`src/design/tfbs_pkg.sv`:
```
// ----------------------------------------------------------------------------
// Telemetry frame byte stuffer package
// Shared constants for the frame encoder, its channels and its checker.
// ----------------------------------------------------------------------------
`default_nettype none

package tfbs_pkg;

	localparam int unsigned BYTE_W    = 8;
	localparam int unsigned VALUE_W   = 32;
	localparam int unsigned CFG_IDX_W = 1;
	localparam int unsigned CFG_W     = 8;

	// Configuration register indexes
	localparam logic [CFG_IDX_W-1:0] REG_HEADER = 1'd0;
	localparam logic [CFG_IDX_W-1:0] REG_ESCAPE = 1'd1;

	localparam logic [BYTE_W-1:0] HEADER_RESET = 8'h5e;
	localparam logic [BYTE_W-1:0] ESCAPE_RESET = 8'h5d;
	localparam logic [BYTE_W-1:0] STUFF_XOR    = 8'h60;

	// Frame byte positions
	localparam int unsigned POS_W = 3;
	localparam logic [POS_W-1:0] POS_HEADER = 3'd0;
	localparam logic [POS_W-1:0] POS_LAST_BODY = 3'd5;
	localparam logic [POS_W-1:0] POS_CHECKSUM = 3'd6;

	// Payload bytes held in the shift register: id plus four value bytes
	localparam int unsigned SHIFT_W = BYTE_W + VALUE_W;

endpackage

`default_nettype wire

```
`src/design/tfbs_if.sv`:
```
// ----------------------------------------------------------------------------
// Telemetry frame byte stuffer channels
// Valid/ready channels for the input item and the stuffed line bytes.
// ----------------------------------------------------------------------------
`default_nettype none

interface tfbs_in_if import tfbs_pkg::*; ();
	logic                      valid;
	logic                      ready;
	logic [BYTE_W-1:0]         msg_id;
	logic signed [VALUE_W-1:0] value;

	modport source (output valid, output msg_id, output value, input ready);
	modport sink   (input valid, input msg_id, input value, output ready);
endinterface

interface tfbs_out_if import tfbs_pkg::*; ();
	logic              valid;
	logic              ready;
	logic [BYTE_W-1:0] out_byte;
	logic              last;

	modport source (output valid, output out_byte, output last, input ready);
	modport sink   (input valid, input out_byte, input last, output ready);
endinterface

`default_nettype wire

```
`src/design/telemetry_frame_byte_stuffer.sv`:
```
// Start: an accepted item sets the sequencer busy, after which the header
// byte is loaded into the output register. Throughput: one line byte per
// cycle unless the output stalls, 7 to 13 bytes per frame from a 40-bit
// shift register; a new item is taken the cycle after the last byte is loaded.
// Reset: arst_n clears the sequencer and output valid at once and restores
// header 0x5e and escape 0x5d; no clearing pass.
// ----------------------------------------------------------------------------
// Telemetry frame byte stuffer
// Builds header, id, value LE bytes and end-around-carry checksum, escaping
// post-header bytes matching header or escape, one byte per unstalled cycle.
// ----------------------------------------------------------------------------
`default_nettype none

module telemetry_frame_byte_stuffer import tfbs_pkg::*; (
	input  wire logic                 clk,
	input  wire logic                 arst_n,
	input  wire logic                 wr_en,
	input  wire logic [CFG_IDX_W-1:0] wr_index,
	input  wire logic [CFG_W-1:0]     wr_data,
	tfbs_in_if.sink                   frame_in,
	tfbs_out_if.source                frame_out
);

	logic [BYTE_W-1:0]  header_q;
	logic [BYTE_W-1:0]  escape_q;
	logic               busy_q;
	logic [POS_W-1:0]   pos_q;
	logic               esc_pend_q;
	logic [SHIFT_W-1:0] shift_q;
	logic [BYTE_W-1:0]  sum_q;
	logic               ovalid_q;
	logic [BYTE_W-1:0]  obyte_q;
	logic               olast_q;

	logic               in_acc;
	logic               advance;
	logic [BYTE_W-1:0]  cur_byte;
	logic               needs_esc;
	logic [BYTE_W:0]    sum_wide;
	logic [BYTE_W-1:0]  sum_next;

	assign frame_in.ready = !busy_q;
	assign in_acc  = frame_in.valid && !busy_q;
	assign advance = busy_q && (!ovalid_q || frame_out.ready);

	always_comb begin
		if (pos_q == POS_CHECKSUM) begin
			cur_byte = sum_q;
		end else begin
			cur_byte = shift_q[BYTE_W-1:0];
		end
	end

	assign needs_esc = (cur_byte == header_q) || (cur_byte == escape_q);
	assign sum_wide  = {1'b0, sum_q} + {1'b0, cur_byte};
	// fold the carry back into the low byte
	assign sum_next  = sum_wide[BYTE_W-1:0] + {{(BYTE_W-1){1'b0}}, sum_wide[BYTE_W]};

	always_ff @(posedge clk or negedge arst_n) begin
		if (!arst_n) begin
			header_q <= HEADER_RESET;
			escape_q <= ESCAPE_RESET;
		end else if (wr_en) begin
			case (wr_index)
				REG_HEADER: header_q <= wr_data;
				REG_ESCAPE: escape_q <= wr_data;
				default: ;
			endcase
		end
	end

	always_ff @(posedge clk or negedge arst_n) begin
		if (!arst_n) begin
			busy_q     <= 1'b0;
			pos_q      <= POS_HEADER;
			esc_pend_q <= 1'b0;
			ovalid_q   <= 1'b0;
		end else begin
			if (in_acc) begin
				busy_q     <= 1'b1;
				pos_q      <= POS_HEADER;
				esc_pend_q <= 1'b0;
			end else if (advance) begin
				if (pos_q == POS_HEADER) begin
					pos_q <= pos_q + 1'b1;
				end else if (!esc_pend_q && needs_esc) begin
					esc_pend_q <= 1'b1;
				end else begin
					esc_pend_q <= 1'b0;
					if (pos_q == POS_CHECKSUM) begin
						busy_q <= 1'b0;
					end else begin
						pos_q <= pos_q + 1'b1;
					end
				end
			end
			if (advance) begin
				ovalid_q <= 1'b1;
			end else if (frame_out.ready) begin
				ovalid_q <= 1'b0;
			end
		end
	end

	always_ff @(posedge clk) begin
		if (in_acc) begin
			shift_q <= {frame_in.value, frame_in.msg_id};
			sum_q   <= header_q;
		end else if (advance) begin
			if (pos_q == POS_HEADER) begin
				obyte_q <= header_q;
				olast_q <= 1'b0;
			end else if (!esc_pend_q && needs_esc) begin
				obyte_q <= escape_q;
				olast_q <= 1'b0;
			end else begin
				obyte_q <= esc_pend_q ? (cur_byte ^ STUFF_XOR) : cur_byte;
				olast_q <= (pos_q == POS_CHECKSUM);
				if (pos_q <= POS_LAST_BODY) begin
					// drop the consumed byte and fold it into the checksum
					sum_q   <= sum_next;
					shift_q <= {{BYTE_W{1'b0}}, shift_q[SHIFT_W-1:BYTE_W]};
				end
			end
		end
	end

	assign frame_out.valid    = ovalid_q;
	assign frame_out.out_byte = obyte_q;
	assign frame_out.last     = olast_q;

endmodule

`default_nettype wire

```
`src/flat_wrapper.sv`:
```
// flat-port wrapper written by rule: the top's interface ports become plain ports
module telemetry_frame_byte_stuffer_flat import tfbs_pkg::*;
  (clk, arst_n, wr_en, wr_index, wr_data, frame_in_valid, frame_in_msg_id, frame_in_value, frame_in_ready, frame_out_valid, frame_out_out_byte, frame_out_last, frame_out_ready);
  tfbs_in_if frame_in_i ();
  tfbs_out_if frame_out_i ();
  input  wire logic clk;
  input  wire logic arst_n;
  input  wire logic wr_en;
  input  wire logic [CFG_IDX_W-1:0] wr_index;
  input  wire logic [CFG_W-1:0] wr_data;
  input wire logic [$bits(frame_in_i.valid)-1:0] frame_in_valid;
  input wire logic [$bits(frame_in_i.msg_id)-1:0] frame_in_msg_id;
  input wire logic [$bits(frame_in_i.value)-1:0] frame_in_value;
  output wire logic [$bits(frame_in_i.ready)-1:0] frame_in_ready;
  output wire logic [$bits(frame_out_i.valid)-1:0] frame_out_valid;
  output wire logic [$bits(frame_out_i.out_byte)-1:0] frame_out_out_byte;
  output wire logic [$bits(frame_out_i.last)-1:0] frame_out_last;
  input wire logic [$bits(frame_out_i.ready)-1:0] frame_out_ready;
  assign frame_in_i.valid = frame_in_valid;
  assign frame_in_i.msg_id = frame_in_msg_id;
  assign frame_in_i.value = frame_in_value;
  assign frame_in_ready = frame_in_i.ready;
  assign frame_out_valid = frame_out_i.valid;
  assign frame_out_out_byte = frame_out_i.out_byte;
  assign frame_out_last = frame_out_i.last;
  assign frame_out_i.ready = frame_out_ready;
  telemetry_frame_byte_stuffer u_core (.clk(clk), .arst_n(arst_n), .wr_en(wr_en), .wr_index(wr_index), .wr_data(wr_data), .frame_in(frame_in_i), .frame_out(frame_out_i));
endmodule
```
`config.mk`:
```
export PLATFORM = sky130hd
export DESIGN_NAME = telemetry_frame_byte_stuffer_flat
export DESIGN_NICKNAME = d
export VERILOG_FILES = /design/src/design/tfbs_pkg.sv /design/src/design/tfbs_if.sv /design/src/design/telemetry_frame_byte_stuffer.sv /design/src/flat_wrapper.sv
export SDC_FILE = /design/constraint.sdc
export NUM_CORES = 1
export LEC_CHECK = 0
export BUFFER_PORTS_ARGS = -buffer_cell sky130_fd_sc_hd__buf_2
export CORE_MARGIN = 2
export CORE_UTILIZATION = 40
export CTS_CLUSTER_DIAMETER = 100
export DETAILED_ROUTE_END_ITERATION = 8
export GPL_ROUTABILITY_DRIVEN = 0
export PLACE_DENSITY = 0.62
export SLEW_MARGIN = 20
export SYNTH_ARGS = -nofsm -noshare
export SYNTH_HDL_FRONTEND = slang
export SYNTH_SLANG_ARGS = --single-unit
```
`constraint.sdc`:
```
create_clock -name clk -period 9.6 [get_ports clk]
set_input_delay 2.88 -clock clk [delete_from_list [all_inputs] [get_ports clk]]
set_output_delay 2.88 -clock clk [all_outputs]
set_load 0.01 [all_outputs]
```
* Yosys cells after proc, flatten, opt, wreduce, memory -nomap -nowiden
Index checks and enable logic that the tools add are counted.
** Word-level totals
- Register bits after elaboration :: 79
- Input bits :: 54
- Logic and storage cells :: 75
** Cells by class
- $add $sub $neg :: 3
- Order comparisons :: 1
- Equality and inequality tests :: 7
- Mux-type cells :: 30
- Bitwise gates (word level) :: 3
- Reductions and logical operators :: 21
** Operators with widths (count)
- $mux W40 :: 5
- $mux W8 :: 8
- $eq A8 B8 Y1 :: 2
- $mux W3 :: 5
- $mux W1 :: 11
- $add A8 B8 Y9 :: 1
- $add A8 B1 Y8 :: 1
- $reduce_and A2 Y1 :: 4
- $reduce_and A4 Y1 :: 2
- $reduce_bool A2 Y1 :: 4
- $mux W7 :: 1
- $ne A3 B1 Y1 const B :: 2
- $ne A2 B1 Y1 const B :: 2
- $add A3 B1 Y3 const B :: 1
- $eq A3 B3 Y1 const B :: 1
- $le A3 B3 Y1 const B :: 1
- $logic_and A1 B1 Y1 :: 3
- $logic_not A1 Y1 :: 3
- $logic_not A3 Y1 :: 1
- $reduce_and A3 Y1 :: 1
- $logic_or A1 B1 Y1 :: 2
- $not A1 Y1 :: 2
- $not A2 Y2 :: 1
- $reduce_or A2 Y1 :: 1

* Logic depth before layout (Yosys ltp)
Gate-level depths: netlist of run 1.
- Depth after elaboration :: 9
- Gate-level depth with buffers :: 21

* Worst setup path after synthesis of run 1
OpenSTA, ideal clock, no wires.
- Path type :: in2reg
- From :: input port frame_in_valid
- To :: register u_core.shift_q[0] (enable)
- Library setup time :: 0.404 ns
- Arrival :: 4.830 ns
- Slack :: 4.365 ns
- Stages on the path :: 5
- Path buffers :: 3
- Cells stage by stage :: nor2b_1 -> clkbuf_1 -> buf_1 -> clkbuf_1 -> a21o_1
** On the way
- Longest elaborated chain between the ends :: 3
- Elaborated cells on any way between the ends :: 6
- Classes of those cells :: eq/ne: 2; reduce/logical: 4
** RTL lines
- start, declared :: RTL line flat_wrapper.sv:11 : input wire logic [$bits(frame_in_i.valid)-1:0] frame_in_valid;
- $logic_and A1 B1 Y1 * :: RTL line telemetry_frame_byte_stuffer.sv:43 : assign in_acc = frame_in.valid && !busy_q;
- $ne A2 B1 Y1 (no line) or $reduce_bool A2 Y1 (tied branches)
- $reduce_and A4 Y1 (no line) *
- end signal, assigned :: RTL line telemetry_frame_byte_stuffer.sv:107 : shift_q <= {frame_in.value, frame_in.msg_id};
- end signal, assigned :: RTL line telemetry_frame_byte_stuffer.sv:122 : shift_q <= {{BYTE_W{1'b0}}, shift_q[SHIFT_W-1:BYTE_W]};
- end, declared :: RTL line telemetry_frame_byte_stuffer.sv:29 : logic [SHIFT_W-1:0] shift_q;
Mark *: on every way between the ends. The rest lies on a longest branch, timed or not.
A chain may end at the register's enable or synchronous reset.

* Worst setup path after layout of run 1
- From :: input port frame_out_ready
- To :: register u_core.shift_q[8] (enable)
** On the way
- Longest elaborated chain between the ends :: 4
** RTL lines
- start, declared :: RTL line flat_wrapper.sv:18 : input wire logic [$bits(frame_out_i.ready)-1:0] frame_out_ready;
- $logic_or A1 B1 Y1 :: RTL line telemetry_frame_byte_stuffer.sv:44 : assign advance = busy_q && (!ovalid_q || frame_out.ready);
- $logic_and A1 B1 Y1 :: RTL line telemetry_frame_byte_stuffer.sv:44
- $reduce_bool A2 Y1 (no line)
- $reduce_and A4 Y1 (no line)
Every way passes these cells.

==> results.md, run 1 <==
- Outcome: complete, no violations
- Post-Syn Instances: 359
- Clock sink total: 79
- Dpl ws: 4370 ps
- Kind of critical path: input pin to flop
- Synth Flop Type: edfxtp_1
- Die width: 109 um
- Total power: 1.89 mW
- GRT overflow: 0
- Area grow syn2layout: 15.2%
- Die area: 0.0118 mm^2
- Initial antenna violation count: 0
- Tightest Hold Check Type: flop to flop
- Worst Tran Pin Value: 986 ps
- FF-to-FF path depth: 18
- Final ANT Viol Nets: 0
- Post-cts sizing count: 0
- Clock skew: 9.96 ps
- RSZ-0062 raised after global routing: no
- P_leak: 2.04 nW
- Clock Tree Buf Depth: 2
- Reg2Reg Setup Slack: 5350 ps
- Hold_ws: 522 ps
- Pin count of the biggest net entering global routing: 60
- Latest clock arrival within the worst-skew pair: 360 ps
- Htree depth: 3
- Number of antenna diodes: 0
- Syn avg cell area: 12.2 um^2
- Critical Path AT: 4510 ps
- Slew Viols, Final: 0
- Final Cycle Share: 46.9%
- Cell Area, Synth: 0.00439 mm^2
- Setup slack after layout: 5100 ps
- Number of global-route vias before repair: 2885
- Worst flop-to-flop path endpoint: u_core.sum_q[7]$_DFFE_PP_
- Synth async-reset ratio: 27.8%
- Crit start category: input pin
- Final nets: 491
- CTS root buf: clkbuf_8
- Fmax: 222 MHz
- Drt total wl: 8970 um
- Design Area, Final: 0.00506 mm^2
- Post-route DRC: 0
- Post-layout min period: 4500 ps
- FP Rows: 38
- #FFs+latches synth: 79
- Wire per inst: 15.8 um
- Synth Net Count: 429
- Most frequent cells in the layout: buf_2 (64), edfxtp_1 (57), mux2_2 (51)
- Worst hold path startpoint: u_core.frame_out.valid$_DFFE_PN0P_
- Worst hold path depth: 2
- RR Startpoint: u_core.pos_q[0]$_DFFE_PN0P_
- Final setup fails: 0
- Pwr per Cell Area: 374 mW/mm^2
- Setup TNS: 0 ps
- Hold Fails Final Rpt: 0
- First-pass GRT wire length: 14600 um
- Most common cell after layout, fill and taps aside: buf_2
- Share of post-route cells with drive strength above 1: 36.2%
- Gr usage total: 16.3%
- Routed via count: 2920
- Input/output buffers: 64
- Unique masters post-synth: 53
- Slew HR: 34.1%
- Synth warnings: 0
- Initial Util: 40.7%
- CTS Hold Bufs: 0
- IO Count: 65
- Hold Path End: u_core.frame_out.valid$_DFFE_PN0P_
- Peak supply drop: 153 uV
- Register area share after synthesis: 51.8%
- Max_cap viols: 0
- Placement Cell Area: 0.00483 mm^2
- Die Height: 109 um
- Required @ worst endpoint: 9600 ps
- Detail Placement HPWL: 6440 um
- Crit-path max FO: 48
- CTS tree: yes
- Crit path capture type: flop
- Initial drt markers: 146
- Post-CTS Setup Bufs: 0
- DR vias/cell: 5.16
- Clock slew seen by the registers of the worst setup and hold paths: 80 ps
- DRT Pass-1 Iters: 4
- TritonCTS Buffers: 9
- Area of the core: 0.0108 mm^2
- EDFF count, synth: 57
-- power breakdown --
group          switching [mW]  leakage, nW  internal [mW]
combinational           0.475         1.14          0.422
clock                   0.129        0.103          0.147
sequential             0.0979        0.796          0.619
total                   0.702         2.04           1.19
-- registers in the layout, summed over array words and instances (netlist names) --
signal / cells
u_core.sum_q: 8
u_core.frame_out.out_byte: 8
u_core.escape_q: 8
u_core.frame_out.valid: 1
u_core.frame_out.last: 1
u_core.pos_q: 3
u_core.esc_pend_q: 1
u_core.busy_q: 1
u_core.shift_q: 40
u_core.header_q: 8
-- layer usage --
metal | part of all wire, % | track usage (%) | up-vias
met5 | 0 | 0 | -
met4 | 1.1 | 3.94 | 0
met3 | 6.9 | 6.10 | 9
met2 | 46 | 25.1 | 96
met1 | 46 | 21.7 | 1390
li1 | - | - | 1425
-- layout make-up --
class	count	area (um^2)
clock buffers	9	124
clock inverters	7	96.3
fillers	1025	5740
inverters	20	75.1
multi-input cells	245	1980
flip-flops and latches	79	2270
well taps	140	175
repair buffers	66	335
-- cell families after synthesis --
group	Yosys count	share of synthesized area [%]
compound gates	60	9.26
xor+xnor	31	6.53
fa+ha+maj	16	4.73
buf+inv	35	3.53
flops	79	51.8
mux	58	14.7
simple gates	80	9.46
-- cells in the mapped netlist, drive strengths merged (2+ instances only) --
library cell   n  area [um^2]
dfrtp         12          300
nor2b          7         43.8
o21bai         2         15.0
o21ai         16         80.1
clkbuf         7         26.3
xor2          14          123
a21bo          2         20.0
ha            15          188
xnor2         16          140
a22oi          3         22.5
nor2          18         67.6
edfxtp        57         1710
mux2i          7         70.1
buf            8         53.8
inv           20         75.1
nand2         20         77.6
a221oi         3         26.3
a211oi         4         35.0
nor4           2         12.5
nor3           2         10.0
o211ai         2         15.0
and2          11         72.6
or4            2         22.5
a21o           3         22.5
mux2          51          574
dfstp         10          263
nand2b         6         37.5
a21oi         15         75.1
nand3          7         35.0
-- worst max-delay path by stage --
stage,end,start
final,u_core.shift_q[8]$_DFFE_PP_,frame_out_ready
after global routing,u_core.shift_q[12]$_DFFE_PP_,frame_out_ready
after CTS,u_core.shift_q[12]$_DFFE_PP_,frame_out_ready
after detailed placement,u_core.shift_q[25]$_DFFE_PP_,frame_out_ready
after global placement,u_core.shift_q[32]$_SDFFCE_PN0P_,frame_out_ready
after floorplan,u_core.shift_q[0]$_DFFE_PP_,frame_in_valid
-- critical path, cell delays in order --
cell	delay (ps)
buf_2	70
nand2b_1	110
and2_1	530
nand2_1	160
a21oi_1	180
a21o_4	540
-- through the flow --
step	cells	util (%)
4_1_cts	566	46.8
3_3_place_gp	550	44.7
2_1_floorplan	359	-
3_5_place_dp	550	44.7
5_1_grt	566	46.8
6_report	566	46.8
Note: power is estimated with default switching activity, not from simulation.
==> inputs of run 2 (changes only) <==
- PLACE_DENSITY: 0.62 -> 0.65
- clock period: 9.6 -> 4.1 ns (I/O delays scaled with it)
==> results.md, run 2 (synthesized netlist as in run 1, its figures left out) <==
- RR Startpoint: u_core.pos_q[0]$_DFFE_PN0P_
- Critical path cell sequence: inv_1, ha_1, nand2_2, mux2_2, ha_1, inv_1, fa_1, nand2b_1, a21oi_1, a211oi_2, nor2b_1, o21ai_0, nand2b_1, ha_1, nand3b_1, nor3_1, nand4_1, xor3_1, mux2_2
- Latest clock arrival within the worst-skew pair: 370 ps
- Worst Path Buf+Inv: 2
- Clock slew seen by the registers of the worst setup and hold paths: 80 ps
- Kind of critical path: flop to flop
- Post-CTS Setup Bufs: 0
- Setup TNS: 0 ps
- GRT overflow: 0
- Clock Tree Buf Depth: 2
- Delay-heaviest family, CP: adder cells
- Die Height: 109 um
- P_leak: 2.08 nW
- Sequential cell area: 0.00227 mm^2
- Input/output buffers: 64
- Largest register FFs: 40
- DRT Pass-1 Iters: 4
- Dpl cells: 555
- Initial Util: 40.7%
- Clock power share: 14.2%
- Critical Path AT: 3880 ps
- Placement Cell Area: 0.00488 mm^2
- Final Cycle Share: 91.6%
- Drt total wl: 9100 um
- Comb pwr share: 48.5%
- CP max-delay cell: dfrtp_1
- Top reg by flops: u_core.shift_q
- Design Area, Final: 0.00510 mm^2
- Crit path capture type: flop
- TritonCTS Buffers: 9
- Slew HR: 65.0%
- Sequential Power Share: 37.3%
- Worst hold path startpoint: u_core.frame_out.valid$_DFFE_PN0P_
- Number of global-route vias before repair: 3072
- Most frequent cells in the layout: buf_2 (64), edfxtp_1 (57), mux2_2 (51)
- CP most frequent cell: ha_1
- Crit path from: u_core.pos_q[0]$_DFFE_PN0P_
- Crit-path max FO: 6
- Area of the core: 0.0108 mm^2
- Max_cap viols: 0
- IO Count: 65
- RSZ-0062 raised after global routing: no
- Detail Placement HPWL: 6770 um
- CP max stage delay: 410 ps
- Htree depth: 3
- Crit start category: flop
- Number of antenna diodes: 0
- CTS root buf: clkbuf_8
- Peak supply drop: 447 uV
- FP Rows: 38
- Multi-input logic area: 0.00197 mm^2
- Pin count of the biggest net entering global routing: 50
- Die area: 0.0118 mm^2
- Post-route DRC: 0
- Pwr per Cell Area: 880 mW/mm^2
- Gr usage total: 16.6%
- Tightest Hold Check Type: flop to flop
- Final setup fails: 0
- CTS tree: yes
- Most common cell after layout, fill and taps aside: buf_2
- Switching share of power: 37.3%
- Internal: 2.82 mW
- Layout Cells excl Fill: 571
- Required @ worst endpoint: 4220 ps
- Post-layout min period: 3760 ps
- Hold_ws: 521 ps
- Initial drt markers: 101
- Wire per inst: 15.9 um
- DR vias/cell: 5.13
- First-pass GRT wire length: 14800 um
- Share of post-route cells with drive strength above 1: 37.1%
- Routed via count: 2931
- Hold Fails Final Rpt: 0
- Worst Tran Pin Value: 524 ps
- Area grow syn2layout: 16.2%
- Fmax: 266 MHz
- Final ANT Viol Nets: 0
- Final nets: 496
- Outcome: complete, no violations
- Clock sink total: 79
- Net Switching: 1.67 mW
- Clock skew: 11.1 ps
- Fill cell count: 987
- Initial antenna violation count: 0
- Slew Viols, Final: 0
- Die width: 109 um
## run 2: worst paths after layout
kind                            cells past startpoint                            endpoint  slack [ps]
worst max-delay path                               19           u_core.sum_q[7]$_DFFE_PP_         340
worst min-delay path                                2  u_core.frame_out.valid$_DFFE_PN0P_         520
worst max register to register                     19           u_core.sum_q[7]$_DFFE_PP_         340
worst min register to register                      2  u_core.frame_out.valid$_DFFE_PN0P_         520
max in group asynchronous                           1      u_core.header_q[4]$_DFFE_PN1P_        2900
min in group asynchronous                           1      u_core.escape_q[5]$_DFFE_PN0P_         840
## run 2: power groups by stage
stage / combinational (mW) / clock [mW] / sequential, mW
4_1_cts: 2.17 / 0.655 / 1.68
6_report: 2.18 / 0.637 / 1.67
3_5_place_dp: 2.15 / 0 / 1.69
5_1_grt: 2.44 / 0.687 / 1.71
3_3_place_gp: 2.11 / 0 / 1.68
2_1_floorplan: 1.67 / 0 / 1.64
## run 2: final cells by class
| type | count | area share, % |
|---|---|---|
| Clock buffer | 10 | 2.50 |
| Clock inverter | 6 | 1.79 |
| Inverter | 20 | 1.47 |
| Multi-Input combinational cell | 245 | 38.7 |
| Sequential cell | 79 | 44.6 |
| Tap cell | 140 | 3.43 |
| Timing Repair Buffer | 71 | 7.55 |
## run 2: worst reg2reg max path, cell delays in order, from the launching register on
cell and delay [ps]:
dfrtp_1 410, inv_1 100, ha_1 180, nand2_2 110, mux2_2 280, ha_1 190
inv_1 60, fa_1 400, nand2b_1 190, a21oi_1 170, a211oi_2 80, nor2b_1 110
o21ai_0 80, nand2b_1 100, ha_1 200, nand3b_1 130, nor3_1 160, nand4_1 120
xor3_1 190, mux2_2 260
## run 2: stage by stage
| stage | util [%] | total power, mW | setup WS, ps |
|---|---|---|---|
| floorplan | - | 3.31 | 167 |
| global placement | 45.2 | 3.79 | 455 |
| detailed placement | 45.2 | 3.84 | 339 |
| CTS | 47.2 | 4.50 | 307 |
| global route | 47.3 | 4.84 | 6.07 |
| finish | 47.3 | 4.49 | 343 |
## run 2: timing repair
action | in CTS | in global routing
hold buffers | 0 | 0
resized for setup | 0 | 1
endpoints found under the setup margin | 0 | 1
## run 2: routing by layer
layer,up-vias,global-route usage [%],share of wire (%)
li1,1431,-,-
met1,1401,21.4,47
met2,85,26.3,45
met3,14,4.90,6.2
met4,0,6.32,2.3
met5,-,0,0
